$ cat src/sv/rism_pkg.sv
`timescale 1ns / 1ps
`default_nettype none

package rism_pkg;

    // Map geometry
    localparam int MAX_SIDE   = 128;
    localparam int SIDE_W     = $clog2(MAX_SIDE);
    localparam int NUM_LAYERS = 4;
    localparam int LAYER_W    = 2;
    localparam int LAYER_CELLS_W = 2 * SIDE_W;
    localparam int ADDR_W     = LAYER_W + LAYER_CELLS_W;
    localparam int DATA_W     = 32;

    // Shared divider widths
    localparam int DIV_N_W   = 46;
    localparam int DIV_D_W   = 18;
    localparam int DIV_CNT_W = $clog2(DIV_N_W);

    // Threat of an unknown source: 0.1 in Q12.12
    localparam logic [23:0] UNKNOWN_THREAT = 24'd410;

    typedef enum logic [1:0] {
        REQ_CLEAR = 2'd0,
        REQ_SPLAT = 2'd1,
        REQ_READ  = 2'd2,
        REQ_NONE  = 2'd3
    } req_t;

    typedef enum logic [2:0] {
        CFG_WIDTH  = 3'd0,
        CFG_HEIGHT = 3'd1,
        CFG_CELL   = 3'd2,
        CFG_BASE   = 3'd3,
        CFG_GAIN   = 3'd4,
        CFG_SLACK  = 3'd5
    } cfg_idx_t;

    typedef enum logic [4:0] {
        S_INIT, S_IDLE, S_CLR,
        S_QX, S_WX, S_QZ, S_WZ,
        S_SLACK, S_SETUP, S_BOUND,
        S_CELL, S_CHK, S_SQRT, S_MUL, S_QH, S_WH, S_MRD, S_MWR,
        S_RADDR, S_RDATA, S_ROUT
    } state_t;

endpackage

`default_nettype wire

$ cat src/sv/rism_div.sv
`timescale 1ns / 1ps
`default_nettype none

module rism_div (
    input  wire                              aclk,
    input  wire                              aresetn,
    input  wire                              start,
    input  wire  [rism_pkg::DIV_N_W-1:0]     dividend,
    input  wire  [rism_pkg::DIV_D_W-1:0]     divisor,
    output logic                             done,
    output logic [rism_pkg::DIV_N_W-1:0]     quotient
);
    import rism_pkg::*;

    logic [DIV_N_W-1:0]   dvd_reg;
    logic [DIV_D_W-1:0]   dsr_reg;
    logic [DIV_D_W-1:0]   rem_reg;
    logic [DIV_CNT_W-1:0] cnt_reg;
    logic                 run_reg;
    logic                 done_reg;
    logic [DIV_D_W:0]     rem_sh;
    logic                 ge;

    // one restoring step: quotient bits shift in behind the dividend
    always_comb begin
        rem_sh = {rem_reg, dvd_reg[DIV_N_W-1]};
        ge     = rem_sh >= {1'b0, dsr_reg};
    end

    always_ff @(posedge aclk) begin
        if (!aresetn) begin
            run_reg  <= 1'b0;
            done_reg <= 1'b0;
            cnt_reg  <= '0;
        end else begin
            done_reg <= 1'b0;
            if (start) begin
                run_reg <= 1'b1;
                cnt_reg <= '0;
            end else if (run_reg) begin
                cnt_reg <= cnt_reg + 1'b1;
                if (cnt_reg == DIV_CNT_W'(DIV_N_W - 1)) begin
                    run_reg  <= 1'b0;
                    done_reg <= 1'b1;
                end
            end
        end
    end

    always_ff @(posedge aclk) begin
        if (start) begin
            dvd_reg <= dividend;
            dsr_reg <= divisor;
            rem_reg <= '0;
        end else if (run_reg) begin
            rem_reg <= ge ? DIV_D_W'(rem_sh - {1'b0, dsr_reg}) : rem_sh[DIV_D_W-1:0];
            dvd_reg <= {dvd_reg[DIV_N_W-2:0], ge};
        end
    end

    assign done     = done_reg;
    assign quotient = dvd_reg;

endmodule

`default_nettype wire

$ cat config.mk
export PLATFORM = sky130hd
export DESIGN_NAME = rism_div
export DESIGN_NICKNAME = d
export VERILOG_FILES = /design/src/sv/rism_pkg.sv /design/src/sv/rism_div.sv
export SDC_FILE = /design/constraint.sdc
export NUM_CORES = 1
export LEC_CHECK = 0
export BUFFER_PORTS_ARGS = -buffer_cell sky130_fd_sc_hd__buf_2
export CAP_MARGIN = 10
export CORE_MARGIN = 1.5
export CORE_UTILIZATION = 40
export DETAILED_ROUTE_END_ITERATION = 7
export GPL_TIMING_DRIVEN = 0
export PLACE_DENSITY = 0.74
export SLEW_MARGIN = 0
export SYNTH_ARGS = -nofsm -noshare
export SYNTH_HDL_FRONTEND = slang
export SYNTH_SLANG_ARGS = --single-unit
$ cat constraint.sdc
create_clock -name aclk -period 7.5 [get_ports aclk]
set_input_delay 1.125 -clock aclk [delete_from_list [all_inputs] [get_ports aclk]]
set_output_delay 1.125 -clock aclk [all_outputs]
set_load 0.005 [all_outputs]
==> impl_metrics.py <==
metrics = {
    "status": {
        "status": "completed",
    },
    "final_layout": {
        "layout_common_cells": "117 x buf_2, 64 x edfxtp_1, 46 x mux2_2, 40 x nand2_1, 26 x dfxtp_1",
        "layout_commonest_cell": "buf_2",
        "fin_nets": 624,
        "area_growth_pct": 23.1,
        "fin_cells": 684,
        "final_area_sq_um": 5800,
        "largest_register_ffs": 46,
        "fillers": 997,
        "diodes": 0,
        "drive_gt1_share_pct": 35.7,
    },
    "synth": {
        "ys_types": 56,
        "avgSynthCellArea_sq_um": 11.5,
        "synth_edf_count": 64,
        "async_reset_ff_share_pct": 0,
        "synth_top_cell_by_area": "edfxtp_1",
        "yosysWarnings": 0,
        "synthFlopType": "edfxtp_1",
        "syn_nets": 499,
        "yosysSeqAreaShare_pct": 51.8,
        "synth-seq-cells": 90,
        "synth_area_sq_um": 4710,
        "synth_top_area_share_pct": 40.8,
        "synth_area_leaders": "edfxtp_1 41%, dfxtp_1 11%, mux2_2 11%, ha_1 5.3%, nand2_1 3.2%",
        "synth_cells": 411,
    },
    "route": {
        "drtAntennaViolNets": 0,
        "drt-pass1-iter-count": 5,
        "vias": 3689,
        "drt-initial-drc-count": 269,
        "route.detailed.drc": 0,
        "vias_per_cell": 5.39,
        "wl_per_cell_um": 16.3,
        "wl_um": 11100,
    },
    "global_route": {
        "grt_usage_pct": 18.2,
        "grt_max_degree": 32,
        "grt_pass1_wl_um": 18100,
        "antenna_found_initial": 0,
        "grt_pass1_vias": 3747,
        "overflow": 0,
    },
    "timing": {
        "slew-limit-headroom_pct": 46.5,
        "finalSetupTns_ns": 0,
        "tightest_slew_ns": 0.800,
        "finalCritPeriodShare_pct": 42.6,
        "drv_slew": 0,
        "rsz0062_at_grt": "false",
        "fin_hold_ws_ns": 0.498,
        "final.min_clock_period_ns": 3.19,
        "clock.fmax_mhz": 313,
        "fin_skew_ns": 0.0109,
        "final-hold-violation-count": 0,
        "setup_viol": 0,
    },
    "placement": {
        "gp_congestion": 0.928,
        "placed_cells": 668,
        "dpl_cell_area_sq_um": 5480,
        "dp_hpwl_um": 8070,
        "io_buffer_count": 113,
    },
    "cts": {
        "post_cts_buffers": 0,
        "clkSlewWorstSetupHoldPaths_ns": 0.07,
        "cts.sinks": 90,
        "cts_buffer_depth": 2,
        "cts_buffers": 9,
        "htree_levels": 3,
        "cts_tree": "done",
        "cts_resized": 0,
        "hold_buffers": 0,
        "clkLatencyLatePin_ns": 0.35,
        "root_buffer": "clkbuf_16",
    },
    "worst_setup_path": {
        "startpoint_type": "primary input",
        "path_cells": "buf_2 > clkbuf_1 > nor2_1 > clkbuf_1 > inv_2 > buf_12",
        "cp_max_fo": 31,
        "cp_data_required_time_ns": 7.60,
        "slowest_delay_ns": 0.51,
        "worstSetupPathType": "in -> reg",
        "arrival_ns": 3.29,
        "cp_slowest_cell": "nor2_1",
        "crit_path_end_kind": "register",
        "cp_common_cell": "clkbuf_1",
        "r2r_start": "dsr_reg[15]$_DFFE_PP_",
        "worstSetupStartpoint": "start",
        "rr_worst_depth": 10,
    },
    "die": {
        "die-area_sq_um": 12400,
        "coreArea_sq_um": 11500,
        "io_pins": 114,
        "die_h_um": 112,
        "initial_core_util_pct": 41.1,
        "die_w_um": 112,
        "num_rows": 39,
    },
    "pwr": {
        "ir_drop_v": 0.000115,
        "leakage_uw": 0.00241,
        "powerDensity_nw_per_um2": 218,
    },
    "min_path": {
        "hold_path_class": "reg -> reg",
        "hp-start": "cnt_reg[5]$_SDFFE_PP0P_",
        "worstHoldPathCells": 2,
    },
    "job": {
        "drv_cap": 0,
    },
}
[per-layer routing]
layer,up-vias,wire length (um),track usage [%]
met5,-,0,0
met4,0,431,10.2
met3,34,738,3.38
met2,153,5080,29.4
met1,1708,4870,22.9
li1,1794,-,-
[worst max-delay path: cells and delay by family]
family | cells | cell delay (ns)
buffers and inverters | 5 | 1.63
AND/OR/NAND/NOR | 1 | 0.51
[kinds of logic after synthesis]
| kind of cell | synth area share [%] |
|---|---|
| compound gates | 14.1 |
| xor+xnor | 2.97 |
| flops | 51.8 |
| simple gates | 9.66 |
| mux | 11.4 |
| buf+inv | 4.27 |
| fa+ha+maj | 5.73 |
[Yosys cell counts, drive strengths merged, types with 2 or more instances]
master / number
edfxtp: 64
mux2: 46
nand2: 40
dfxtp: 26
nor2: 25
inv: 23
ha: 20
a21oi: 19
o211ai: 16
clkbuf: 13
o21ai: 13
buf: 9
xnor2: 9
xor2: 7
or3: 6
nand2b: 5
nand4: 5
o31ai: 5
a21o: 4
a31o: 4
nand3: 4
nor3: 4
o31a: 4
a211o: 3
a211oi: 3
a41o: 3
a32o: 2
and2: 2
mux2i: 2
nor4: 2
o221ai: 2
o311a: 2
[stage by stage]
step           utilization, %  power, uW  worst slack, ns
4_1_cts                  50.6       1280             4.30
2_1_floorplan               -        708             4.50
3_3_place_gp             47.6        774             3.15
5_1_grt                  50.6       1320             4.13
6_report                 50.6       1270             4.31
3_5_place_dp             47.8        780             3.92
[layout make-up]
| type | instances | area (sq um) | area share [%] |
|---|---|---|---|
| clock buffers | 10 | 229 | 3.94 |
| flip-flops and latches | 90 | 2440 | 42.1 |
| inverters | 23 | 86.3 | 1.49 |
| clock inverters | 6 | 96.3 | 1.66 |
| multi-input cells | 276 | 2070 | 35.7 |
| plain buffers | 22 | 115 | 1.98 |
| well taps | 143 | 179 | 3.08 |
| repair buffers | 114 | 586 | 10.1 |
[where the power goes]
part / internal (uW) / switching, uW
sequential: 578 / 18.8
combinational: 83.5 / 90.9
clock: 297 / 200
total: 958 / 309
[final timing paths]
| check | to | slack, ns |
|---|---|---|
| setup reg to reg | rem_reg[13]$_SDFFE_PP0P_ | 4.63 |
| setup / recovery | quotient[31]$_DFFE_PP_ | 4.31 |
| hold reg to reg | cnt_reg[5]$_SDFFE_PP0P_ | 0.50 |
| hold / removal | cnt_reg[5]$_SDFFE_PP0P_ | 0.50 |
Power figures use the tool's default switching activity.
